<file path="config.mk">
export PLATFORM = sky130hd
export DESIGN_NAME = annexb_nal_unit_splitter_flat
export DESIGN_NICKNAME = d
export VERILOG_FILES = /design/src/rtl/core/nalsp_pkg.sv /design/src/rtl/core/nalsp_in_if.sv /design/src/rtl/core/nalsp_out_if.sv /design/src/rtl/core/nalsp_parser.sv /design/src/rtl/core/nalsp_fifo.sv /design/src/rtl/core/annexb_nal_unit_splitter.sv /design/src/flat_wrapper.sv
export SDC_FILE = /design/constraint.sdc
export NUM_CORES = 1
export LEC_CHECK = 0
export BUFFER_PORTS_ARGS = -buffer_cell sky130_fd_sc_hd__buf_2
export CAP_MARGIN = 20
export CELL_PAD_IN_SITES_DETAIL_PLACEMENT = 1
export CELL_PAD_IN_SITES_GLOBAL_PLACEMENT = 1
export CORE_MARGIN = 1.5
export CORE_UTILIZATION = 50
export CTS_CLUSTER_SIZE = 20
export DETAILED_ROUTE_END_ITERATION = 12
export PLACE_DENSITY_LB_ADDON = 0.1
export SLEW_MARGIN = 0
export SYNTH_ARGS = -nofsm -noshare
export SYNTH_HDL_FRONTEND = slang
export SYNTH_SLANG_ARGS = --single-unit
</file>
<file path="constraint.sdc">
create_clock -name i_clk -period 5.9 [get_ports i_clk]
set_clock_uncertainty 0.05 [all_clocks]
set_input_delay 0.885 -clock i_clk [delete_from_list [all_inputs] [get_ports i_clk]]
set_output_delay 0.885 -clock i_clk [all_outputs]
set_load 0.1 [all_outputs]
</file>
<file path="src/rtl/core/nalsp_pkg.sv">
// Shared types and constants of the Annex B NAL unit splitter.
package nalsp_pkg;

    localparam int FIELD_W = 24;  // offset and length field width
    localparam int INDEX_W = 8;   // unit index field width
    localparam int HIST_W = 32;   // last four bytes
    localparam int SINCE_W = 3;   // bytes since header counter

    localparam logic [23:0] START_CODE = 24'h000001;
    localparam logic [SINCE_W-1:0] SINCE_MIN_SHORT = 3'd3;
    localparam logic [SINCE_W-1:0] SINCE_MIN_LONG = 3'd4;
    localparam logic [SINCE_W-1:0] SINCE_SAT = 3'd7;
    localparam int SHORT_CODE_BYTES = 3;

    localparam int FIFO_DEPTH = 4;
    localparam int FIFO_PTR_W = 2;
    localparam int FIFO_CNT_W = 3;

    typedef struct packed {
        logic [FIELD_W-1:0] unit_offset;
        logic [FIELD_W-1:0] unit_length;
        logic               long_start_code;
        logic [INDEX_W-1:0] unit_index;
        logic               index_overflow;
        logic               final_unit;
    } t_result;

    // Up to two results per byte: a closed unit, then the unit closed by the last byte.
    typedef struct packed {
        logic    closed_valid;
        logic    final_valid;
        t_result closed_res;
        t_result final_res;
    } t_push;

endpackage

</file>
<file path="src/rtl/core/nalsp_in_if.sv">
// Byte request channel of the NAL unit splitter.
interface nalsp_in_if;
    logic       valid;
    logic       ready;
    logic [7:0] data_byte;
    logic       last_byte;

    modport source (output valid, output data_byte, output last_byte, input ready);
    modport sink (input valid, input data_byte, input last_byte, output ready);
endinterface

</file>
<file path="src/rtl/core/nalsp_out_if.sv">
// Unit descriptor request channel of the NAL unit splitter.
interface nalsp_out_if;
    logic        valid;
    logic        ready;
    logic [23:0] unit_offset;
    logic [23:0] unit_length;
    logic        long_start_code;
    logic [7:0]  unit_index;
    logic        index_overflow;
    logic        final_unit;

    modport source (output valid, output unit_offset, output unit_length,
                    output long_start_code, output unit_index,
                    output index_overflow, output final_unit, input ready);
    modport sink (input valid, input unit_offset, input unit_length,
                  input long_start_code, input unit_index,
                  input index_overflow, input final_unit, output ready);
endinterface

</file>
<file path="src/rtl/core/nalsp_parser.sv">
// Start code detector and unit tracker: one byte per cycle while i_accept is high.
module nalsp_parser #(
    parameter int OFFSET_BITS = 24,
    parameter int MAX_UNITS = 256
) (
    input  logic                 i_clk,
    input  logic                 i_rst_n,
    input  logic                 i_accept,
    input  logic [7:0]           i_data_byte,
    input  logic                 i_last_byte,
    output nalsp_pkg::t_push     o_push
);
    import nalsp_pkg::*;

    localparam int CNT_W = $clog2(MAX_UNITS + 1);
    localparam logic [CNT_W-1:0] CNT_MAX = CNT_W'(MAX_UNITS);
    localparam logic [CNT_W-1:0] IDX_LAST = CNT_W'(MAX_UNITS - 1);
    localparam logic [OFFSET_BITS-1:0] CODE3 = OFFSET_BITS'(SHORT_CODE_BYTES);
    localparam logic [OFFSET_BITS-1:0] ONE_POS = OFFSET_BITS'(1);
    localparam logic [CNT_W-1:0] ONE_CNT = CNT_W'(1);

    function automatic logic [FIELD_W-1:0] to_field(input logic [OFFSET_BITS-1:0] v);
        logic [OFFSET_BITS+FIELD_W-1:0] w;
        w = {{FIELD_W{1'b0}}, v};
        return w[FIELD_W-1:0];
    endfunction

    function automatic logic [INDEX_W-1:0] to_index(input logic [CNT_W-1:0] v);
        logic [CNT_W+INDEX_W-1:0] w;
        w = {{INDEX_W{1'b0}}, v};
        return w[INDEX_W-1:0];
    endfunction

    logic [HIST_W-1:0]      r_hist, n_hist;
    logic [OFFSET_BITS-1:0] r_pos, n_pos;
    logic [SINCE_W-1:0]     r_since, n_since;
    logic                   r_open, n_open;
    logic [OFFSET_BITS-1:0] r_start, n_start;
    logic                   r_long, n_long;
    logic [CNT_W-1:0]       r_cnt, n_cnt;

    logic                   hit, lng, ovf0, ovf1, emit0, emit1;
    logic [OFFSET_BITS-1:0] code_start, start1;
    logic                   open1, long1;
    logic [CNT_W-1:0]       cnt1, cnt2;

    always_comb begin
        hit = (r_since >= SINCE_MIN_SHORT) && (r_hist[23:0] == START_CODE);
        // Long code needs a zero byte before it that lies inside this unit's span.
        lng = (r_open || (r_since >= SINCE_MIN_LONG)) && (r_hist[31:24] == 8'h00);
        code_start = r_pos - CODE3 - OFFSET_BITS'(lng);

        emit0 = hit && r_open;
        open1 = hit || r_open;
        start1 = hit ? code_start : r_start;
        long1 = hit ? lng : r_long;
        emit1 = i_last_byte && open1;

        ovf0 = (r_cnt >= CNT_MAX);
        cnt1 = (emit0 && !ovf0) ? r_cnt + ONE_CNT : r_cnt;
        ovf1 = (cnt1 >= CNT_MAX);
        cnt2 = (emit1 && !ovf1) ? cnt1 + ONE_CNT : cnt1;

        o_push.closed_valid = i_accept && emit0;
        o_push.closed_res.unit_offset = to_field(r_start);
        o_push.closed_res.unit_length = to_field(code_start - r_start);
        o_push.closed_res.long_start_code = r_long;
        o_push.closed_res.unit_index = to_index(ovf0 ? IDX_LAST : r_cnt);
        o_push.closed_res.index_overflow = ovf0;
        o_push.closed_res.final_unit = 1'b0;

        o_push.final_valid = i_accept && emit1;
        o_push.final_res.unit_offset = to_field(start1);
        o_push.final_res.unit_length = to_field(r_pos + ONE_POS - start1);
        o_push.final_res.long_start_code = long1;
        o_push.final_res.unit_index = to_index(ovf1 ? IDX_LAST : cnt1);
        o_push.final_res.index_overflow = ovf1;
        o_push.final_res.final_unit = 1'b1;

        n_hist = r_hist;
        n_pos = r_pos;
        n_since = r_since;
        n_open = r_open;
        n_start = r_start;
        n_long = r_long;
        n_cnt = r_cnt;
        if (i_accept) begin
            if (i_last_byte) begin
                n_hist = '0;
                n_pos = '0;
                n_since = '0;
                n_open = 1'b0;
                n_start = '0;
                n_long = 1'b0;
                n_cnt = '0;
            end else begin
                n_hist = {r_hist[HIST_W-9:0], i_data_byte};
                n_pos = r_pos + ONE_POS;
                if (hit) begin
                    n_since = '0;
                end else if (r_since < SINCE_SAT) begin
                    n_since = r_since + 3'd1;
                end
                n_open = open1;
                n_start = start1;
                n_long = long1;
                n_cnt = cnt2;
            end
        end
    end

    always_ff @(posedge i_clk) begin
        if (!i_rst_n) begin
            r_hist <= '0;
            r_pos <= '0;
            r_since <= '0;
            r_open <= 1'b0;
            r_start <= '0;
            r_long <= 1'b0;
            r_cnt <= '0;
        end else begin
            r_hist <= n_hist;
            r_pos <= n_pos;
            r_since <= n_since;
            r_open <= n_open;
            r_start <= n_start;
            r_long <= n_long;
            r_cnt <= n_cnt;
        end
    end
endmodule

</file>
<file path="src/rtl/core/nalsp_fifo.sv">
// Result queue: takes up to two descriptors a cycle, gives one per pop.
module nalsp_fifo (
    input  logic                 i_clk,
    input  logic                 i_rst_n,
    input  nalsp_pkg::t_push     i_push,
    input  logic                 i_pop,
    output nalsp_pkg::t_result   o_head,
    output logic                 o_not_empty,
    output logic                 o_room2
);
    import nalsp_pkg::*;

    t_result                r_mem [FIFO_DEPTH];
    logic [FIFO_PTR_W-1:0]  r_wr, n_wr, r_rd, n_rd;
    logic [FIFO_CNT_W-1:0]  r_cnt, n_cnt;
    logic                   do_pop, two;
    logic [1:0]             n_push;
    t_result                first_res;

    always_comb begin
        do_pop = i_pop && (r_cnt != '0);
        two = i_push.closed_valid && i_push.final_valid;
        n_push = {1'b0, i_push.closed_valid} + {1'b0, i_push.final_valid};
        first_res = i_push.closed_valid ? i_push.closed_res : i_push.final_res;
        n_wr = r_wr + FIFO_PTR_W'(n_push);
        n_rd = r_rd + FIFO_PTR_W'(do_pop);
        n_cnt = r_cnt + FIFO_CNT_W'(n_push) - FIFO_CNT_W'(do_pop);
        o_head = r_mem[r_rd];
        o_not_empty = (r_cnt != '0);
        o_room2 = (r_cnt <= FIFO_CNT_W'(FIFO_DEPTH - 2));
    end

    always_ff @(posedge i_clk) begin
        if (n_push != 2'd0) begin
            r_mem[r_wr] <= first_res;
        end
        if (two) begin
            r_mem[r_wr + FIFO_PTR_W'(1)] <= i_push.final_res;
        end
    end

    always_ff @(posedge i_clk) begin
        if (!i_rst_n) begin
            r_wr <= '0;
            r_rd <= '0;
            r_cnt <= '0;
        end else begin
            r_wr <= n_wr;
            r_rd <= n_rd;
            r_cnt <= n_cnt;
        end
    end
endmodule

</file>
<file path="src/rtl/core/annexb_nal_unit_splitter.sv">
// Top level of the Annex B start code NAL unit splitter.
//
//  channel | dir | payload                                        | done when
//  i_in    | in  | data_byte, last_byte                           | valid & ready
//  o_out   | out | unit_offset, unit_length, long_start_code,     | valid & ready
//          |     | unit_index, index_overflow, final_unit         |
//
// One byte is taken per cycle while i_in.ready is high, i.e. while the four-entry queue
// has two free slots; its descriptors enter the result queue at the same edge and show
// on o_out once they reach its head. A byte can close two units (the previous one and,
// on the last byte, the open one); o_out drains one descriptor per cycle while
// o_out.ready is high. A stalled sink thus stops intake once three descriptors wait.
// Synchronous active-low reset clears the parser state and empties the queue.
module annexb_nal_unit_splitter #(
    parameter int OFFSET_BITS = 24,
    parameter int MAX_UNITS = 256
) (
    input  logic         i_clk,
    input  logic         i_rst_n,
    nalsp_in_if.sink     i_in,
    nalsp_out_if.source  o_out
);
    import nalsp_pkg::*;

    logic    accept;
    logic    room2;
    logic    not_empty;
    t_push   push;
    t_result head;

    // Intake is gated only by queue space, never by pending output.
    assign i_in.ready = room2;
    assign accept = i_in.valid && room2;

    nalsp_parser #(
        .OFFSET_BITS (OFFSET_BITS),
        .MAX_UNITS   (MAX_UNITS)
    ) u_parser (
        .i_clk       (i_clk),
        .i_rst_n     (i_rst_n),
        .i_accept    (accept),
        .i_data_byte (i_in.data_byte),
        .i_last_byte (i_in.last_byte),
        .o_push      (push)
    );

    // Queue keeps the closed unit ahead of the final one when both come together.
    nalsp_fifo u_fifo (
        .i_clk       (i_clk),
        .i_rst_n     (i_rst_n),
        .i_push      (push),
        .i_pop       (o_out.ready),
        .o_head      (head),
        .o_not_empty (not_empty),
        .o_room2     (room2)
    );

    assign o_out.valid = not_empty;
    assign o_out.unit_offset = head.unit_offset;
    assign o_out.unit_length = head.unit_length;
    assign o_out.long_start_code = head.long_start_code;
    assign o_out.unit_index = head.unit_index;
    assign o_out.index_overflow = head.index_overflow;
    assign o_out.final_unit = head.final_unit;
endmodule

</file>
<file path="src/flat_wrapper.sv">
// flat-port wrapper written by rule: the top's interface ports become plain ports
module annexb_nal_unit_splitter_flat import nalsp_pkg::*;
#(
    parameter int OFFSET_BITS = 24,
    parameter int MAX_UNITS = 256
)
  (i_clk, i_rst_n, i_in_valid, i_in_data_byte, i_in_last_byte, i_in_ready, o_out_valid, o_out_unit_offset, o_out_unit_length, o_out_long_start_code, o_out_unit_index, o_out_index_overflow, o_out_final_unit, o_out_ready);
  nalsp_in_if i_in_i ();
  nalsp_out_if o_out_i ();
  input  logic i_clk;
  input  logic i_rst_n;
  input wire logic [$bits(i_in_i.valid)-1:0] i_in_valid;
  input wire logic [$bits(i_in_i.data_byte)-1:0] i_in_data_byte;
  input wire logic [$bits(i_in_i.last_byte)-1:0] i_in_last_byte;
  output wire logic [$bits(i_in_i.ready)-1:0] i_in_ready;
  output wire logic [$bits(o_out_i.valid)-1:0] o_out_valid;
  output wire logic [$bits(o_out_i.unit_offset)-1:0] o_out_unit_offset;
  output wire logic [$bits(o_out_i.unit_length)-1:0] o_out_unit_length;
  output wire logic [$bits(o_out_i.long_start_code)-1:0] o_out_long_start_code;
  output wire logic [$bits(o_out_i.unit_index)-1:0] o_out_unit_index;
  output wire logic [$bits(o_out_i.index_overflow)-1:0] o_out_index_overflow;
  output wire logic [$bits(o_out_i.final_unit)-1:0] o_out_final_unit;
  input wire logic [$bits(o_out_i.ready)-1:0] o_out_ready;
  assign i_in_i.valid = i_in_valid;
  assign i_in_i.data_byte = i_in_data_byte;
  assign i_in_i.last_byte = i_in_last_byte;
  assign i_in_ready = i_in_i.ready;
  assign o_out_valid = o_out_i.valid;
  assign o_out_unit_offset = o_out_i.unit_offset;
  assign o_out_unit_length = o_out_i.unit_length;
  assign o_out_long_start_code = o_out_i.long_start_code;
  assign o_out_unit_index = o_out_i.unit_index;
  assign o_out_index_overflow = o_out_i.index_overflow;
  assign o_out_final_unit = o_out_i.final_unit;
  assign o_out_i.ready = o_out_ready;
  annexb_nal_unit_splitter #(.OFFSET_BITS(OFFSET_BITS), .MAX_UNITS(MAX_UNITS)) u_core (.i_clk(i_clk), .i_rst_n(i_rst_n), .i_in(i_in_i), .o_out(o_out_i));
endmodule
</file>
# Word-level counts from Yosys, hierarchy flattened
# Memories as Yosys holds them, arrays and structs flattened. A register that Yosys moved wholly into a read port is not among the register bits.
# Cells that the tools add are included.
# W data, S select, Z words.
[totals] out_inout_bits=61 mem_count=1 ram_bits=236 reg_bits=101 in_bits=13
[memory_table] name="u_core.u_fifo.r_mem" words=4 word_bits=59 rd=1 rd_clocked_by_memory_dff=1 wr=2 line_no="nalsp_fifo.sv:13" rtl="t_result r_mem [FIFO_DEPTH];"
[classes] magnitude_cmp=6 add_sub_neg=14 eq_ne=1 reduce_logical=20 muxes=21
[op_table] operator="$mux W24" count=3
[op_table] operator="$mux W59" count=1
[op_table] operator="$sub A24 B24 Y24" count=2
[op_table] operator="$mux W32" count=1
[op_table] operator="$mux W9" count=3
[op_table] operator="$add A24 B1 Y24 const B" count=1
[op_table] operator="$eq A24 B1 Y1 const B" count=1
[op_table] operator="$sub A24 B1 Y24" count=1
[op_table] operator="$sub A24 B2 Y24 const B" count=1
[op_table] operator="$add A9 B1 Y9 const B" count=2
[op_table] operator="$ge A9 B9 Y1 const B" count=2
[op_table] operator="$mux W8" count=2
[op_table] operator="$logic_and A1 B1 Y1" count=11
[op_table] operator="$mux W3" count=3
[op_table] operator="$logic_not A8 Y1" count=1
[op_table] operator="$mux W1" count=7
[op_table] operator="$reduce_bool A3 Y1" count=2
[op_table] operator="$add A3 B1 Y3 const B" count=1
[op_table] operator="$add A3 B2 Y3" count=1
[op_table] operator="$ge A3 B2 Y1 const B" count=1
[op_table] operator="$ge A3 B3 Y1 const B" count=1
[op_table] operator="$le A3 B2 Y1 const B" count=1
[op_table] operator="$lt A3 B3 Y1 const B" count=1
[op_table] operator="$sub A3 B1 Y3" count=1
[op_table] operator="9 further kinds" count=11

# Depth between registers and ports, before layout
[depth] word_depth=10 mapped_depth=23 mapped_depth_nobuf=21

# Modules after synthesis
# A second synthesis with hierarchy kept.
[hier_totals] cells_unflattened=1685 area_unflattened_um2=19760.2
[modules_own_cells] mod="nalsp_fifo" instances=1 seq_area_each_um2=7226.9 cells_each=622 area_each_um2=11930.2
[modules_own_cells] mod="nalsp_parser" instances=1 seq_area_each_um2=1881.8 cells_each=1062 area_each_um2=7823.8
[modules_own_cells] mod="annexb_nal_unit_splitter" instances=1 seq_area_each_um2=0.0 cells_each=1 area_each_um2=6.3

# Least setup slack after synthesis
# No wires, ideal clock.
[synth_path] path_type="reg-to-reg" startpoint="register u_core.u_fifo.r_cnt[0]" endpoint="memory u_core.u_fifo.r_mem[1][10] in the netlist's numbering (enable)" arrival_time_ns=5.051 t_required_ns=5.432 slack_ns=0.381 stages_incl_launch_ff=12 path_cell_list="dfxtp_1 a21oi_1 nand2_1 clkbuf_1 clkbuf_1 or2_2 inv_1 ha_1 inv_1 or3_1 clkbuf_1 nand2_1"
[synth_lines] element="from (decl)" line_no="nalsp_fifo.sv:15" rtl="logic [FIFO_CNT_W-1:0] r_cnt, n_cnt;"
[synth_lines] element="from (signal assigned)" line_no="nalsp_fifo.sv:50" rtl="r_cnt <= n_cnt;"
[synth_lines] element="to (decl)" line_no="nalsp_fifo.sv:13"

==> impl_metrics.ini <==
[logic_synthesis]
synth.area.top_cells = edfxtp_1 (37%), dfxtp_1 (11%), mux4_2 (7.1%)
synthAdderAreaFrac = 0.04520
synth_top_family_by_area = compound AO/OA/AOI/OAI gates
synth_area_um2 = 18770
yosysTopAreaCell = edfxtp_1
syn_area_per_cell_um2 = 10.56
synth_top_cell_area_share = 0.3712
synth_compound_area_frac = 0.1845
synth_cell_types = 74
synthSimpleGateAreaFrac = 0.1292
ys.warnings.count = 0
synthArstFlopShare = 0
yosysMostFrequentCell = edfxtp_1
synthMuxAreaShare = 0.07373
ys_ff_latch = 337
synth_xor_area_frac = 0.04567
synth_ff_type = edfxtp_1
synthTopCellsByCount = edfxtp_1 (232), o22ai_1 (212), nand2_1 (144)
synth_cells = 1778
synth-seq-area-share = 0.4832
syn_nets = 1857
synth_edf_count = 232

[routing]
ant_nets = 0
viasPerCell = 6.705
drc = 0
wl_per_cell_um = 27.36
drt-initial-drc-count = 1343
routed_wl_mm = 63.46
drtPass1Iterations = 6
num_vias = 15550

[sta]
slew_violations = 0
finalSetupViolations = 0
fin_crit_sh = 0.9501
fin_crit_ps = 5606
hold_viol = 0
worst_pin_slew_ps = 1125
slew_headroom = 0.2491
fmax_ghz = 0.1784

[clock_network]
clock_sinks = 337
htree_levels = 2
root_buffer = clkbuf_16
cts_buffers = 38
clock_path_buffers = 3
clock_latency_ps = 570
clk_pin_slew_ps = 60
cts_tree = yes

[pwr]
power_density_nw_per_um2 = 355.9
p_leak_nw = 7.080
ir_drop_mv = 0.3823

[worst_setup_path]
cp_slowest_cell = or4b_2
cp_common_cell = ha_1
cp-end-kind = flop
cp_max_fo = 7
r2r_end = u_core.u_fifo.r_mem[1][33]
cp_top_family = simple AND/OR/NAND/NOR gates
crit_arrival_ps = 5820
crit_end = u_core.u_fifo.r_mem[1][33]
worstPathRequired_ps = 6120
worstRegToRegCells = 21
crit_type = flop to flop
cp-startpoint = u_core.u_parser.r_hist[31]
path_cells = nor4_2 > o211ai_1 > ha_1 > ha_1 > inv_1 > ha_1 > nor4b_4 > a21boi_0 > or4b_2 > nand2_2 > ha_1 > a21oi_1 > nand3_1 > a21oi_2 > nor3_1 > or2_2 > a32oi_1 > o21ai_2 > a311oi_1 > xor2_1 > o22ai_1
critPathLaunchType = flop
r2r_start = u_core.u_parser.r_hist[31]
max_stage_delay_ps = 700
worst-path-buf-inv = 1
rrSetupSlack_ps = 290
critical_path_cell_count = 21

[die]
die_h_um = 196.7
die_area_um2 = 38710
core_area_um2 = 36790
initial_core_util = 0.5102
io-pin-count = 74
die_w_um = 196.7
rows = 70

[place]
place_hpwl_mm = 43.56
placed_cells = 2251
gp_congestion = 0.8957
io_buffers = 73
placed_area_um2 = 19860

[finish]
fin_cells = 2319
nets = 1902
stdcell_area_um2 = 21070
drive_gt1_frac = 0.1567
area_growth_pct = 12.29
antenna_cells = 0

[global_route]
use_met2 = 0.5447
use_met1 = 0.4500
grt_start_max_net_pins = 60
grtUsageTotal = 0.3289
grt_pass1_vias = 15680
gr-total-overflow = 0
gr-usage-met3 = 0.04603
grt.busiest_layer = met2
antenna_found_initial = 1
grt_first_pass_wirelength_mm = 96.32

[worst_hold_path]
hold_path.class = flop to flop
min_from = u_core.u_parser.r_hist[24]

[run]
drv_cap = 0

[run_status]
status = finished, final reports clean
[how the worst min path moves through the flow]
stage / end / slack (ps) / cells past startpoint
finish: u_core.u_parser.r_hist[24] / 420 / 2
global route: u_core.u_parser.r_hist[27] / 450 / 2
CTS: u_core.u_parser.r_hist[24] / 430 / 2
detailed placement: u_core.u_fifo.r_mem[3][0] / 410 / 2
global placement: u_core.u_fifo.r_mem[3][0] / 400 / 2
floorplan: u_core.u_fifo.r_mem[2][0] / 380 / 2
[metal layers]
metal  vias up  wire [µm]
met1      7894      26850
met3       114       4523
met4         0       1637
met2       687      30450
met5         -          0
li1       6855          -
[where the power goes]
part	switching, W	internal (W)	total (W)
registers	0.0000712	0.00252	0.00259
clock network	0.000972	0.00132	0.00229
logic	0.00206	0.000557	0.00262
total	0.00311	0.00439	0.00750
[timing repair]
item	CTS	global route
setup buffers	0	0
setup endpoints to repair	0	19
hold buffers	0	0
resized for setup	0	6
[cell usage in the layout, fill, tap and decap left out, drive strengths merged, types with 7 or more instances in the layout]
cell type  instances
buf              141
nand2            144
a21o              24
ha                63
inv               54
nor2b             25
and2              44
a22oi             21
clkbuf            51
nand4             13
xnor2             52
clkinv            15
o22ai            212
a21boi            49
o21bai             7
or3                8
nor4              13
nor3              18
mux4              59
nand3             24
nor2              97
nand3b            41
and3              13
a21oi             74
dfxtp            105
or2                7
nand2b            11
xor2              45
edfxtp           232
o21ai            106
[stage by stage]
stage	utilization	power (W)	setup slack (ps)	setup TNS, ps	hold slack, ps
2_1_floorplan	-	0.004811	381.0	0	384.8
3_3_place_gp	0.5396	0.005249	372.8	0	395.8
3_5_place_dp	0.5400	0.005264	147.1	0	410.3
4_1_cts	0.5720	0.007540	114.5	0	427.1
5_1_grt	0.5729	0.007682	-9.968	-9.968	450.0
6_report	0.5729	0.007500	294.4	0	422.2
[worst reg2reg max path, stage by stage, from the launching register on]
cell      delay, ps
dfxtp_1         320
nor4_2          310
o211ai_1        190
ha_1            230
ha_1            210
inv_1            90
ha_1            260
nor4b_4         270
a21boi_0        170
or4b_2          700
nand2_2         180
ha_1            270
a21oi_1         240
nand3_1         130
a21oi_2         210
nor3_1           80
or2_2           280
a32oi_1         240
o21ai_2         100
a311oi_1        340
xor2_1          310
o22ai_1         160
[cell type report]
type / count / area (µm²)
fillers: 3961 / 15710
flip-flops and latches: 337 / 9074
multi-input cells: 1251 / 9062
clock buffers: 51 / 1074
repair buffers: 141 / 970.9
well taps: 468 / 585.6
inverters: 54 / 202.7
clock inverters: 17 / 105.1
[logic make-up (layout without fill, tap and decap cells)]
kind of cell,after synthesis,count (layout)
muxes,64,64
xor gates and xnor gates,97,97
AOI/OAI and AO/OA,548,548
adders and majority gates,66,66
DFF,337,337
buffers and inverters,190,263
and+or+nand+nor,476,476
[sequential cells by signal (all words and copies together), names as in the netlist]
signal	count
u_core.u_fifo.r_rd	2
u_core.u_fifo.r_mem	236
u_core.u_parser.r_since	3
u_core.u_parser.r_hist	32
u_core.u_fifo.r_wr	2
u_core.u_parser.r_cnt	9
u_core.u_fifo.r_cnt	3
u_core.u_parser.r_open	1
u_core.u_parser.r_pos	24
u_core.u_parser.r_long	1
u_core.u_parser.r_start	24
Note: power is estimated with default switching activity, not from simulation.
